==> src/rtl/aaedge_pkg.sv <==
package aaedge_pkg;

    // Default largest region side that the border test honors.
    localparam int MAX_DIM_DEF = 4096;

    // Field widths.
    localparam int POS_W    = 12;
    localparam int PIX_W    = 32;
    localparam int LUMA_W   = 8;
    localparam int SUM_W    = 10;
    localparam int FMT_W    = 3;
    localparam int DIM_REG_W = 13;
    localparam int THR_W    = 8;

    // Configuration port.
    localparam int CFG_IDX_W  = 3;
    localparam int CFG_DATA_W = 13;

    // Register indexes.
    localparam logic [CFG_IDX_W-1:0] REG_PIXEL_FORMAT = 3'd0;
    localparam logic [CFG_IDX_W-1:0] REG_IMAGE_WIDTH  = 3'd1;
    localparam logic [CFG_IDX_W-1:0] REG_IMAGE_HEIGHT = 3'd2;
    localparam logic [CFG_IDX_W-1:0] REG_BOUNDARY_THR = 3'd3;
    localparam logic [CFG_IDX_W-1:0] REG_BLEND_MARGIN = 3'd4;
    localparam logic [CFG_IDX_W-1:0] REG_HARD_EDGE_TOL = 3'd5;

    // Pixel format codes.
    localparam logic [FMT_W-1:0] FMT_RGBA8888 = 3'd0;
    localparam logic [FMT_W-1:0] FMT_BGRA8888 = 3'd1;
    localparam logic [FMT_W-1:0] FMT_RGB565   = 3'd2;
    localparam logic [FMT_W-1:0] FMT_ARGB4444 = 3'd3;
    localparam logic [FMT_W-1:0] FMT_GRAY8    = 3'd4;

    // Register reset values.
    localparam logic [THR_W-1:0] RST_BOUNDARY_THR  = 8'd10;
    localparam logic [THR_W-1:0] RST_BLEND_MARGIN  = 8'd2;
    localparam logic [THR_W-1:0] RST_HARD_EDGE_TOL = 8'd3;

    // Divide by three as (n * 683) >> 11, exact for n below 2048.
    localparam logic [SUM_W-1:0] DIV3_MUL   = 10'd683;
    localparam int               DIV3_SHIFT = 11;

    typedef struct packed {
        logic [FMT_W-1:0]     pixel_format;
        logic [DIM_REG_W-1:0] image_width;
        logic [DIM_REG_W-1:0] image_height;
        logic [THR_W-1:0]     edge_threshold;
        logic [THR_W-1:0]     inner_margin;
        logic [THR_W-1:0]     hard_edge_tolerance;
    } t_cfg;

    typedef struct packed {
        logic [POS_W-1:0] pos_x;
        logic [POS_W-1:0] pos_y;
        logic [PIX_W-1:0] centre_pixel;
        logic [PIX_W-1:0] left_pixel;
        logic [PIX_W-1:0] right_pixel;
        logic [PIX_W-1:0] upper_pixel;
        logic [PIX_W-1:0] lower_pixel;
    } t_in;

    typedef struct packed {
        logic              is_blend_pixel;
        logic [LUMA_W-1:0] centre_luma;
    } t_out;

endpackage

==> src/rtl/aaedge_cfg.sv <==
module aaedge_cfg (
    input  logic                               i_clk,
    input  logic                               i_rst_n,
    input  logic                               i_cfg_valid,
    input  logic [aaedge_pkg::CFG_IDX_W-1:0]   i_cfg_index,
    input  logic [aaedge_pkg::CFG_DATA_W-1:0]  i_cfg_data,
    output logic                               o_cfg_ready,
    output aaedge_pkg::t_cfg                   o_cfg
);

    aaedge_pkg::t_cfg r_cfg;

    // The register file takes a write in every cycle.
    assign o_cfg_ready = 1'b1;
    assign o_cfg       = r_cfg;

    // Register writes; indexes beyond the list are dropped.
    always_ff @(posedge i_clk) begin
        if (!i_rst_n) begin
            r_cfg.pixel_format        <= aaedge_pkg::FMT_RGBA8888;
            r_cfg.image_width         <= '0;
            r_cfg.image_height        <= '0;
            r_cfg.edge_threshold      <= aaedge_pkg::RST_BOUNDARY_THR;
            r_cfg.inner_margin        <= aaedge_pkg::RST_BLEND_MARGIN;
            r_cfg.hard_edge_tolerance <= aaedge_pkg::RST_HARD_EDGE_TOL;
        end else if (i_cfg_valid) begin
            unique case (i_cfg_index)
                aaedge_pkg::REG_PIXEL_FORMAT: begin
                    r_cfg.pixel_format <= i_cfg_data[aaedge_pkg::FMT_W-1:0];
                end
                aaedge_pkg::REG_IMAGE_WIDTH: begin
                    r_cfg.image_width <= i_cfg_data[aaedge_pkg::DIM_REG_W-1:0];
                end
                aaedge_pkg::REG_IMAGE_HEIGHT: begin
                    r_cfg.image_height <= i_cfg_data[aaedge_pkg::DIM_REG_W-1:0];
                end
                aaedge_pkg::REG_BOUNDARY_THR: begin
                    r_cfg.edge_threshold <= i_cfg_data[aaedge_pkg::THR_W-1:0];
                end
                aaedge_pkg::REG_BLEND_MARGIN: begin
                    r_cfg.inner_margin <= i_cfg_data[aaedge_pkg::THR_W-1:0];
                end
                aaedge_pkg::REG_HARD_EDGE_TOL: begin
                    r_cfg.hard_edge_tolerance <= i_cfg_data[aaedge_pkg::THR_W-1:0];
                end
                default: begin
                end
            endcase
        end
    end

endmodule

==> src/rtl/aaedge_luma.sv <==
module aaedge_luma (
    input  logic                             i_clk,
    input  logic                             i_en,
    input  logic [aaedge_pkg::FMT_W-1:0]     i_fmt,
    input  logic [aaedge_pkg::PIX_W-1:0]     i_word,
    output logic [aaedge_pkg::LUMA_W-1:0]    o_luma
);

    localparam int SW = aaedge_pkg::SUM_W;
    localparam int LW = aaedge_pkg::LUMA_W;
    localparam int PW = 2 * SW;

    logic [SW-1:0]                  n_sum;
    logic [SW-1:0]                  r_sum;
    logic [aaedge_pkg::FMT_W-1:0]   r_fmt;
    logic [LW-1:0]                  n_luma;
    logic [LW-1:0]                  r_luma;
    logic [PW-1:0]                  prod;
    logic [LW-1:0]                  quot;
    logic [LW-1:0]                  r8;
    logic [LW-1:0]                  g8;
    logic [LW-1:0]                  b8;

    // RGB565 channels widened to 8 bits by repeating their top bits.
    assign r8 = {i_word[15:11], i_word[15:13]};
    assign g8 = {i_word[10:5], i_word[10:9]};
    assign b8 = {i_word[4:0], i_word[4:2]};

    // First stage: unpack the channels and add them up.
    always_comb begin
        case (i_fmt) inside
            aaedge_pkg::FMT_RGBA8888, aaedge_pkg::FMT_BGRA8888: begin
                n_sum = SW'(i_word[7:0]) + SW'(i_word[15:8]) + SW'(i_word[23:16]);
            end
            aaedge_pkg::FMT_RGB565: begin
                n_sum = SW'(r8) + SW'(g8) + SW'(b8);
            end
            aaedge_pkg::FMT_ARGB4444: begin
                n_sum = SW'(i_word[15:12]) + SW'(i_word[11:8]) + SW'(i_word[7:4]);
            end
            aaedge_pkg::FMT_GRAY8: begin
                n_sum = SW'(i_word[7:0]);
            end
            default: begin
                n_sum = '0;
            end
        endcase
    end

    always_ff @(posedge i_clk) begin
        if (i_en) begin
            r_sum <= n_sum;
            r_fmt <= i_fmt;
        end
    end

    // Second stage: divide by three through a reciprocal, then scale 4444; gray passes through.
    assign prod = r_sum * aaedge_pkg::DIV3_MUL;
    assign quot = prod[aaedge_pkg::DIV3_SHIFT +: LW];

    always_comb begin
        case (r_fmt) inside
            aaedge_pkg::FMT_RGBA8888, aaedge_pkg::FMT_BGRA8888,
            aaedge_pkg::FMT_RGB565: begin
                n_luma = quot;
            end
            aaedge_pkg::FMT_ARGB4444: begin
                n_luma = {quot[3:0], 4'b0000} + quot;
            end
            aaedge_pkg::FMT_GRAY8: begin
                n_luma = r_sum[LW-1:0];
            end
            default: begin
                n_luma = '0;
            end
        endcase
    end

    always_ff @(posedge i_clk) begin
        if (i_en) begin
            r_luma <= n_luma;
        end
    end

    assign o_luma = r_luma;

endmodule

==> src/rtl/aaedge_axis.sv <==
module aaedge_axis (
    input  logic                            i_clk,
    input  logic                            i_en,
    input  logic [aaedge_pkg::LUMA_W-1:0]   i_c,
    input  logic [aaedge_pkg::LUMA_W-1:0]   i_a,
    input  logic [aaedge_pkg::LUMA_W-1:0]   i_b,
    input  aaedge_pkg::t_cfg                i_cfg,
    output logic                            o_blend
);

    localparam int LW = aaedge_pkg::LUMA_W;

    logic [LW-1:0] mn;
    logic [LW-1:0] mx;
    logic [LW-1:0] d_ab;
    logic [LW-1:0] d_ca;
    logic [LW-1:0] d_cb;
    logic          r_bnd;
    logic          r_far_a;
    logic          r_far_b;
    logic [LW:0]   r_lo;
    logic [LW:0]   r_cm;
    logic [LW-1:0] r_mx;
    logic [LW-1:0] r_c;

    // Differences and range ends of the two opposite neighbors.
    assign mn   = (i_a < i_b) ? i_a : i_b;
    assign mx   = (i_a < i_b) ? i_b : i_a;
    assign d_ab = mx - mn;
    assign d_ca = (i_c > i_a) ? i_c - i_a : i_a - i_c;
    assign d_cb = (i_c > i_b) ? i_c - i_b : i_b - i_c;

    always_ff @(posedge i_clk) begin
        if (i_en) begin
            r_bnd   <= d_ab > i_cfg.edge_threshold;
            r_far_a <= d_ca > i_cfg.hard_edge_tolerance;
            r_far_b <= d_cb > i_cfg.hard_edge_tolerance;
            r_lo    <= {1'b0, mn} + {1'b0, i_cfg.inner_margin};
            r_cm    <= {1'b0, i_c} + {1'b0, i_cfg.inner_margin};
            r_mx    <= mx;
            r_c     <= i_c;
        end
    end

    // The centre must clear both margined ends: c > min + m and c + m < max.
    assign o_blend = r_bnd && r_far_a && r_far_b
                     && ({1'b0, r_c} > r_lo) && (r_cm < {1'b0, r_mx});

endmodule

==> src/rtl/antialias_edge_pixel_detector.sv <==
// Channel   Direction  Handshake                  Payload
// in        to block   i_in_valid / o_in_stall    i_in_data  (t_in)
// out       from block o_out_valid / i_out_stall  o_out_data (t_out)
// cfg       to block   i_cfg_valid / o_cfg_ready  i_cfg_index, i_cfg_data
//
// One pixel is taken per cycle while the output is not stalled; its result
// sits in the output register after it has passed four register stages: unpack and
// add, divide by three, axis compare setup, final compare. Reset is synchronous
// and active low; it clears the valid bits and loads the register defaults. A
// stalled output that holds a valid result freezes every stage at once, so the
// input stalls in that same cycle and nothing is lost.
module antialias_edge_pixel_detector #(
    parameter int MAX_DIM = aaedge_pkg::MAX_DIM_DEF
) (
    input  logic                               i_clk,
    input  logic                               i_rst_n,
    input  logic                               i_in_valid,
    output logic                               o_in_stall,
    input  aaedge_pkg::t_in                    i_in_data,
    output logic                               o_out_valid,
    input  logic                               i_out_stall,
    output aaedge_pkg::t_out                   o_out_data,
    input  logic                               i_cfg_valid,
    output logic                               o_cfg_ready,
    input  logic [aaedge_pkg::CFG_IDX_W-1:0]   i_cfg_index,
    input  logic [aaedge_pkg::CFG_DATA_W-1:0]  i_cfg_data
);

    localparam int DIM_W = $clog2(MAX_DIM + 1);
    localparam int CMP_W = (DIM_W > aaedge_pkg::DIM_REG_W) ? DIM_W : aaedge_pkg::DIM_REG_W;
    localparam int LW    = aaedge_pkg::LUMA_W;
    localparam int NPIX  = 5;

    aaedge_pkg::t_cfg  cfg;
    aaedge_pkg::t_out  r_out;
    logic              en;
    logic [CMP_W-1:0]  w_ext;
    logic [CMP_W-1:0]  h_ext;
    logic [CMP_W-1:0]  w_lim;
    logic [CMP_W-1:0]  h_lim;
    logic [CMP_W-1:0]  x_next;
    logic [CMP_W-1:0]  y_next;
    logic              border;
    logic              fmt_ok;
    logic [aaedge_pkg::PIX_W-1:0] words [NPIX];
    logic [LW-1:0]     luma [NPIX];
    logic              blend_h;
    logic              blend_v;
    logic              r_v1;
    logic              r_v2;
    logic              r_v3;
    logic              r_ov;
    logic              r_bord1;
    logic              r_bord2;
    logic              r_bord3;
    logic              r_fok1;
    logic              r_fok2;
    logic              r_fok3;
    logic              r_fok_o;
    logic              r_bord_o;
    logic [LW-1:0]     r_luma3;

    aaedge_cfg u_cfg (
        .i_clk       (i_clk),
        .i_rst_n     (i_rst_n),
        .i_cfg_valid (i_cfg_valid),
        .i_cfg_index (i_cfg_index),
        .i_cfg_data  (i_cfg_data),
        .o_cfg_ready (o_cfg_ready),
        .o_cfg       (cfg)
    );

    // The whole pipeline moves unless a finished result is held back.
    assign en          = !r_ov || !i_out_stall;
    assign o_in_stall  = !en;
    assign o_out_valid = r_ov;
    assign o_out_data  = r_out;

    // Border test against the region size, clamped to the largest side.
    assign w_ext  = CMP_W'(cfg.image_width);
    assign h_ext  = CMP_W'(cfg.image_height);
    assign w_lim  = (w_ext > CMP_W'(MAX_DIM)) ? CMP_W'(MAX_DIM) : w_ext;
    assign h_lim  = (h_ext > CMP_W'(MAX_DIM)) ? CMP_W'(MAX_DIM) : h_ext;
    assign x_next = CMP_W'(i_in_data.pos_x) + CMP_W'(1);
    assign y_next = CMP_W'(i_in_data.pos_y) + CMP_W'(1);
    assign border = (i_in_data.pos_x == '0) || (i_in_data.pos_y == '0)
                    || (x_next >= w_lim) || (y_next >= h_lim);
    assign fmt_ok = cfg.pixel_format <= aaedge_pkg::FMT_GRAY8;

    // Luminance of the centre and its four neighbors.
    assign words[0] = i_in_data.centre_pixel;
    assign words[1] = i_in_data.left_pixel;
    assign words[2] = i_in_data.right_pixel;
    assign words[3] = i_in_data.upper_pixel;
    assign words[4] = i_in_data.lower_pixel;

    for (genvar g = 0; g < NPIX; g++) begin : g_luma
        aaedge_luma u_luma (
            .i_clk  (i_clk),
            .i_en   (en),
            .i_fmt  (cfg.pixel_format),
            .i_word (words[g]),
            .o_luma (luma[g])
        );
    end

    // One compare unit per axis.
    aaedge_axis u_axis_h (
        .i_clk   (i_clk),
        .i_en    (en),
        .i_c     (luma[0]),
        .i_a     (luma[1]),
        .i_b     (luma[2]),
        .i_cfg   (cfg),
        .o_blend (blend_h)
    );

    aaedge_axis u_axis_v (
        .i_clk   (i_clk),
        .i_en    (en),
        .i_c     (luma[0]),
        .i_a     (luma[3]),
        .i_b     (luma[4]),
        .i_cfg   (cfg),
        .o_blend (blend_v)
    );

    // Valid bits travel alongside the data stages.
    always_ff @(posedge i_clk) begin
        if (!i_rst_n) begin
            r_v1 <= 1'b0;
            r_v2 <= 1'b0;
            r_v3 <= 1'b0;
            r_ov <= 1'b0;
        end else if (en) begin
            r_v1 <= i_in_valid;
            r_v2 <= r_v1;
            r_v3 <= r_v2;
            r_ov <= r_v3;
        end
    end

    // Side flags and the centre luminance, delayed to the output stage.
    always_ff @(posedge i_clk) begin
        if (en) begin
            r_bord1  <= border;
            r_fok1   <= fmt_ok;
            r_bord2  <= r_bord1;
            r_fok2   <= r_fok1;
            r_bord3  <= r_bord2;
            r_fok3   <= r_fok2;
            r_luma3  <= luma[0];
            r_bord_o <= r_bord3;
            r_fok_o  <= r_fok3;
            r_out.is_blend_pixel <= r_fok3 && !r_bord3 && (blend_h || blend_v);
            r_out.centre_luma    <= r_luma3;
        end
    end

`ifndef SYNTHESIS
    // A transfer on the input lands in the first stage.
    assert property (@(posedge i_clk) disable iff (!i_rst_n)
        i_in_valid && !o_in_stall |=> r_v1)
        else $error("accepted pixel did not enter the first stage");

    // A held result freezes every stage.
    assert property (@(posedge i_clk) disable iff (!i_rst_n)
        o_in_stall |=> $stable(r_v1) && $stable(r_v2) && $stable(r_v3))
        else $error("pipeline moved while the output was held");

    // An unsupported format gives an all-zero result.
    assert property (@(posedge i_clk) disable iff (!i_rst_n)
        r_ov && !r_fok_o |-> (o_out_data.is_blend_pixel == 1'b0)
                             && (o_out_data.centre_luma == '0))
        else $error("unsupported format gave a nonzero result");

    // A border pixel is never reported as a blend.
    assert property (@(posedge i_clk) disable iff (!i_rst_n)
        r_ov && r_bord_o |-> !o_out_data.is_blend_pixel)
        else $error("border pixel reported as blend");
`endif

endmodule

==> config.mk <==
export PLATFORM = sky130hd
export DESIGN_NAME = antialias_edge_pixel_detector
export DESIGN_NICKNAME = d
export VERILOG_FILES = /design/src/rtl/aaedge_pkg.sv /design/src/rtl/aaedge_cfg.sv /design/src/rtl/aaedge_luma.sv /design/src/rtl/aaedge_axis.sv /design/src/rtl/antialias_edge_pixel_detector.sv
export SDC_FILE = /design/constraint.sdc
export NUM_CORES = 2
export LEC_CHECK = 0
export BUFFER_PORTS_ARGS = -buffer_cell sky130_fd_sc_hd__buf_2
export CAP_MARGIN = 15
export CELL_PAD_IN_SITES_DETAIL_PLACEMENT = 0
export CELL_PAD_IN_SITES_GLOBAL_PLACEMENT = 1
export CORE_MARGIN = 3
export CORE_UTILIZATION = 50
export DETAILED_ROUTE_END_ITERATION = 8
export PLACE_DENSITY = 0.85
export SLEW_MARGIN = 20
export SYNTH_ARGS = -nofsm -noshare
export SYNTH_HDL_FRONTEND = slang
export SYNTH_HIERARCHICAL = 1
export SYNTH_SLANG_ARGS = --single-unit
==> constraint.sdc <==
create_clock -name i_clk -period 10.3 [get_ports i_clk]
set_clock_uncertainty 0.05 [all_clocks]
set_input_delay 2.06 -clock i_clk [delete_from_list [all_inputs] [get_ports i_clk]]
set_output_delay 2.06 -clock i_clk [all_outputs]
set_load 0.005 [all_outputs]
# ---- Word-level counts from Yosys, hierarchy flattened
# Cells that the tools add are included.
dict set report word_totals {
  register_bits 222
  in_bits 205
}
dict set report classes {
  n_addsub 50
  n_mul 5
  order_cmp 21
  eq_ne 13
  mux 45
  reduce_logical 32
}
# cell count
set op_table {}
lappend op_table {{$mux 8} 28}
lappend op_table {{$mux 10} 15}
lappend op_table {{$add 8x8->9} 13}
lappend op_table {{$add 10x8->10} 10}
lappend op_table {{$mul 10x10->19 const B} 5}
lappend op_table {{$gt 8x8->1} 10}
lappend op_table {{$sub 8x8->8} 10}
lappend op_table {{$add 10x4->10} 5}
lappend op_table {{$add 8x8->8} 5}
lappend op_table {{$add 12x1->13 const B} 2}
lappend op_table {{$ge 13x13->1} 2}
lappend op_table {{$gt 13x13->1 const B} 2}
lappend op_table {{$mux 13} 2}
lappend op_table {{$add 4x4->5} 5}
lappend op_table {{$logic_not 12->1} 2}
lappend op_table {{$eq 3x2->1 const B} 6}
lappend op_table {{$gt 8x9->1} 2}
lappend op_table {{$lt 9x8->1} 2}
lappend op_table {{$lt 8x8->1} 2}
lappend op_table {{$eq 3x3->1 const B} 4}
lappend op_table {{$reduce_and 2->1} 6}
lappend op_table {{$logic_and 1x1->1} 10}
lappend op_table {{$eq 3x1->1 const B} 3}
lappend op_table {{$logic_not 3->1} 3}
lappend op_table {{5 further kinds} 12}

# ---- Logic depth before layout (Yosys ltp)
dict set report logic_depth {
  word_depth 6
  ltp_mapped 24
  depth_no_buf 24
}

# ---- Modules after synthesis
# Netlist, hierarchy kept.
# mod instances cells_per_inst area_each_um2 seq_area_each_um2
set by_module_without_submodules {}
lappend by_module_without_submodules {{aaedge_luma (g_luma[0].u_luma ...)} 2 407 3942.5 630.6}
lappend by_module_without_submodules {{aaedge_axis (u_axis_h)} 1 503 4610.7 1111.1}
lappend by_module_without_submodules {{aaedge_axis (u_axis_v)} 1 499 4573.1 1111.1}
lappend by_module_without_submodules {{aaedge_luma (g_luma[3].u_luma)} 1 405 3988.8 630.6}
lappend by_module_without_submodules {{aaedge_luma (g_luma[2].u_luma)} 1 398 3922.5 630.6}
lappend by_module_without_submodules {{aaedge_luma (g_luma[4].u_luma)} 1 399 3918.8 630.6}
lappend by_module_without_submodules {aaedge_cfg 1 198 2030.7 1061.0}
lappend by_module_without_submodules {antialias_edge_pixel_detector 1 197 1944.4 770.7}

# ---- Least setup slack after synthesis
# Ideal clock, no wire load.
dict set report synth_timing {
  kind {input to output}
  from {input i_out_stall}
  to {output o_in_stall}
  t_arrival_ps 7042
  setup_slack_ps 1148
  stages 2
  path_cell_list {nand2_1 -> inv_1}
}
dict set report synth_between {
  elab_chain_len 3
}
# item line
set synth_lines {}
lappend synth_lines {{start, declared} antialias_edge_pixel_detector.sv:21} ;# input logic i_out_stall,
lappend synth_lines {{$logic_not 1->1} antialias_edge_pixel_detector.sv:74} ;# assign en = !r_ov || !i_out_stall;
lappend synth_lines {{$logic_or 1x1->1} antialias_edge_pixel_detector.sv:74}
lappend synth_lines {{$logic_not 1->1} antialias_edge_pixel_detector.sv:75} ;# assign o_in_stall = !en;
lappend synth_lines {{end, declared} antialias_edge_pixel_detector.sv:18} ;# output logic o_in_stall,
# Every way passes these cells.

# ---- Worst setup path after layout
dict set report layout_timing {
  from {register g_luma[2].u_luma.r_sum[5]}
  to {register g_luma[2].u_luma.r_luma[7], data pin}
}
dict set report layout_between {
  elab_chain_len 4
}
# item line
set layout_lines {}
lappend layout_lines {{start, declared} aaedge_luma.sv:14} ;# logic [SW-1:0] r_sum;
lappend layout_lines {{start signal, assigned} aaedge_luma.sv:52} ;# r_sum <= n_sum;
lappend layout_lines {{$mul 10x10->19 (*)} aaedge_luma.sv:58} ;# assign prod = r_sum * aaedge_pkg::DIV3_MUL;
lappend layout_lines {{$add 8x8->8} aaedge_luma.sv:68} ;# n_luma = {quot[3:0], 4'b0000} + quot;
lappend layout_lines {{$mux 8} aaedge_luma.sv:62} ;# case (r_fmt) inside
lappend layout_lines {{$mux 8 (*)} aaedge_luma.sv:62}
lappend layout_lines {{via g_luma[2].u_luma.n_luma[7]} aaedge_luma.sv:16} ;# logic [LW-1:0] n_luma;
lappend layout_lines {{end signal, assigned} aaedge_luma.sv:81} ;# r_luma <= n_luma;
lappend layout_lines {{end, declared} aaedge_luma.sv:17} ;# logic [LW-1:0] r_luma;
# Mark *: on every way through the listed nets, which the timed path passes. The rest lies on a longest branch.
# A chain may end at the register's enable or synchronous reset.

==> run_results.csv <==
group,metric,value,unit
logic_synthesis,synth_area,0.03287,sq mm
drt,routed_wl,75800,um
drt,ant_nets,0,
global_routing,grtUsageTotal,21.83,%
worst_setup_path,cp_max_fo,5,
drt,vias,24454,
drt,drc,0,
clock_tree,htreeDepth,1,
worst_setup_path,crit_path_end_kind,"flip-flop",
global_routing,first_global_vias,24608,
logic_synthesis,synth_edf_count,202,
worst_setup_path,r2r_setup_slack,4090,ps
worst_setup_path,required,10600,ps
global_routing,gr-usage-met3,1.844,%
run,max_cap_violations,0,
logic_synthesis,ys_types,115,
timing,hold_viol_final,0,
placed_design,gp_congestion,0.9067,
clock_tree,path_clk_slew,60,ps
logic_synthesis,synth.avg_cell_area,9.632,sq um
clock_tree,cts_resized,0,
global_routing,grt_busiest_layer,"met2",
clock_tree,cts_root_buffer,"clkbuf_16",
timing,rsz0062_at_grt,"no",
clock_tree,clk_latency,600,ps
clock_tree,cts_setup_buffers,0,
worst_setup_path,crit_type,"reg2reg",
global_routing,use_met1,29.77,%
global_routing,grt_max_degree,79,
clock_tree,clk_path_buf_depth,3,
worst_setup_path,arrival,6510,ps
worst_setup_path,r2r_end,"g_luma[2].u_luma/o_luma[7]$_DFFE_PP_",
min_path,whs_path_depth,0,
global_routing,antenna_found_initial,1,
timing,fmax,161.0,MHz
finish,antenna_cells,0,
timing,worst_pin_slew,1072,ps
timing,setup_violations,0,
worst_setup_path,ff2ff_path_depth,24,
floorplan,num_rows,93,
finish,layout.nets,4620,
floorplan,core_area,0.06470,sq mm
clock_tree,cts_tree,"yes",
global_routing,grt_first_pass_wirelength,124600,um
logic_synthesis,netlist_instances,3413,
drt,wire_per_inst,17.04,um
worst_setup_path,r2r_start,"g_luma[2].u_luma/r_sum[5]$_DFFE_PP_",
finish,syn_to_final_growth,8.373,%
finish,fillers,5874,
timing,max-slew-margin-rel,28.51,%
global_routing,grt_use_met2,37.76,%
floorplan,fp.dieW,262.4,um
logic_synthesis,synth-async-reset-ratio,0,%
placed_design,place_hpwl,61870,um
timing,finalMaxSlewViolations,0,
floorplan,initial_utilization,50.81,%
logic_synthesis,synth_ff_type,"edfxtp_1",
timing,layout_min_cycle_time,6212,ps
run_status,outcome,"completed",
global_routing,overflow,0,
finish,final_common_cell,"ha_1",
drt,vias_per_cell,5.497,
clock_tree,clock_sinks,259,
clock_tree,cts_made_buffers,31,
worst_setup_path,critPathLaunchType,"flip-flop",
finish,drive_gt1_share,8.765,%
floorplan,fp.dieH,262.4,um
logic_synthesis,yosysWarnings,6,
drt,dr.pass1.iters,5,
min_path,worstHoldPathType,"reg2reg",
placed_design,port_buffers,175,
floorplan,dieArea,0.06886,sq mm
drt,drt-initial-drc-count,1495,
min_path,min_from,"r_luma3[0]$_DFFE_PN_",
timing,period_share,60.31,%
floorplan,top_level_ports,217,
logic_synthesis,yosysSeqAreaShare,21.92,%
clock_tree,cts_hold_buf,0,
logic_synthesis,ys_ff_latch,259,
timing,setup_tns,0,ps
min_path,hold-path-endpoint,"o_out_data[0]$_DFFE_PN_",
logic_synthesis,syn_nets,4463,
finish,final_cell_mix,"ha_1, inv_1, nand2_1",
## logic make-up (layout without fill, tap and decap cells)
| family | after synthesis | count (layout) | share of synthesized area [%] |
|---|---|---|---|
| AOI/OAI and AO/OA | 694 | 694 | 14.27 |
| other | 1 | 1 | 0.01141 |
| muxes | 106 | 106 | 3.281 |
| and+or+nand+nor | 730 | 730 | 10.97 |
| DFF | 259 | 259 | 21.92 |
| adders and majority gates | 845 | 845 | 37.57 |
| buffers and inverters | 600 | 781 | 7.148 |
| xor gates and xnor gates | 178 | 178 | 4.826 |
## worst max path at each step
stage                                              from                              endpoint  slack [ps]
floorplan                                   i_out_stall                            o_in_stall        1150
global placement    g_luma[2].u_luma/r_sum[6]$_DFFE_PP_  g_luma[2].u_luma/o_luma[7]$_DFFE_PP_        4100
detailed placement  g_luma[2].u_luma/r_sum[6]$_DFFE_PP_  g_luma[2].u_luma/o_luma[7]$_DFFE_PP_        4060
CTS                 g_luma[2].u_luma/r_sum[5]$_DFFE_PP_  g_luma[2].u_luma/o_luma[7]$_DFFE_PP_        4070
global route        g_luma[2].u_luma/r_sum[6]$_DFFE_PP_  g_luma[2].u_luma/o_luma[7]$_DFFE_PP_        3700
finish              g_luma[2].u_luma/r_sum[5]$_DFFE_PP_  g_luma[2].u_luma/o_luma[7]$_DFFE_PP_        4090
## stage by stage
| stage | hold slack, ps | instances | setup slack, ps | cell area [sq um] | util, % |
|---|---|---|---|---|---|
| global route | 379.0 | 4449 | 3705 | 35630 | 55.07 |
| floorplan | 350.3 | 3413 | 1148 | 32870 | - |
| detailed placement | 355.4 | 4392 | 4061 | 34580 | 53.45 |
| CTS | 369.8 | 4449 | 4065 | 35630 | 55.07 |
| finish | 369.2 | 4449 | 4088 | 35630 | 55.07 |
| global placement | 350.6 | 4392 | 4101 | 34580 | 53.45 |
## critical path, cell delays in order (launching register included)
cell and delay, ps:
edfxtp_1 520, ha_1 410, ha_1 310, inv_1 60, fa_1 530, inv_1 50, fa_1 490, inv_1 50
fa_1 490, inv_1 40, ha_1 290, nand2_1 70, o21ai_0 100, a221o_1 460, and2_4 190, o31a_1 260
nor2_1 120, xor2_1 330, inv_1 90, ha_1 270, a21o_1 160, a21oi_1 160, xor2_1 220, a211o_2 170
o211ai_2 80
## Yosys cell counts, types with 22 or more instances
cell type | n | area, sq um
nand3_1 | 70 | 350.3
o21a_1 | 24 | 180.2
a21o_1 | 77 | 578.1
nor2b_1 | 42 | 262.8
clkbuf_1 | 34 | 127.6
xnor2_1 | 106 | 928.4
fa_1 | 237 | 4745
o21ai_0 | 156 | 780.8
dfxtp_1 | 57 | 1141
ha_1 | 608 | 7607
edfxtp_1 | 202 | 6066
nand4_1 | 35 | 219.0
inv_1 | 538 | 2019
nand2_1 | 241 | 904.6
nor3_1 | 35 | 175.2
mux2i_1 | 95 | 950.9
a211oi_1 | 34 | 255.2
nand2b_1 | 33 | 206.5
xor2_1 | 70 | 613.1
o21bai_1 | 22 | 165.2
nor2_1 | 158 | 593.1
a21oi_1 | 188 | 940.9
## cell type report
cell class              instances  area (sq um)  share of cell area (%)
inverters                     540          2027                   5.689
multi-input cells            2554         23320                   65.47
well taps                     855          1070                   3.003
repair buffers                184         943.4                   2.648
clock buffers                  36         794.5                   2.230
clock inverters                21         251.5                  0.7059
flip-flops and latches        259          7216                   20.25
## layer usage
layer	wire, um	vias to the layer above
li1	-	12268
met1	35000	11652
met2	36440	450
met3	2779	84
met4	1571	0
met5	0	-
## registers in the layout, indices dropped and copies added (netlist names), 8 cells and up
name	cells
o_out_data	9
u_axis_v/r_lo	9
u_axis_h/r_lo	9
u_axis_h/r_c	8
u_axis_v/r_cm	9
u_axis_v/r_c	8
u_axis_h/r_cm	9
r_luma3	8
g_luma.u_luma/r_sum	50
g_luma.u_luma/o_luma	40
u_axis_v/r_mx	8
u_cfg/o_cfg	53
u_axis_h/r_mx	8
g_luma.u_luma/r_fmt	15
Power is not shown: default switching activity piles up to over one toggle a cycle in this logic, so the estimate is an artifact.
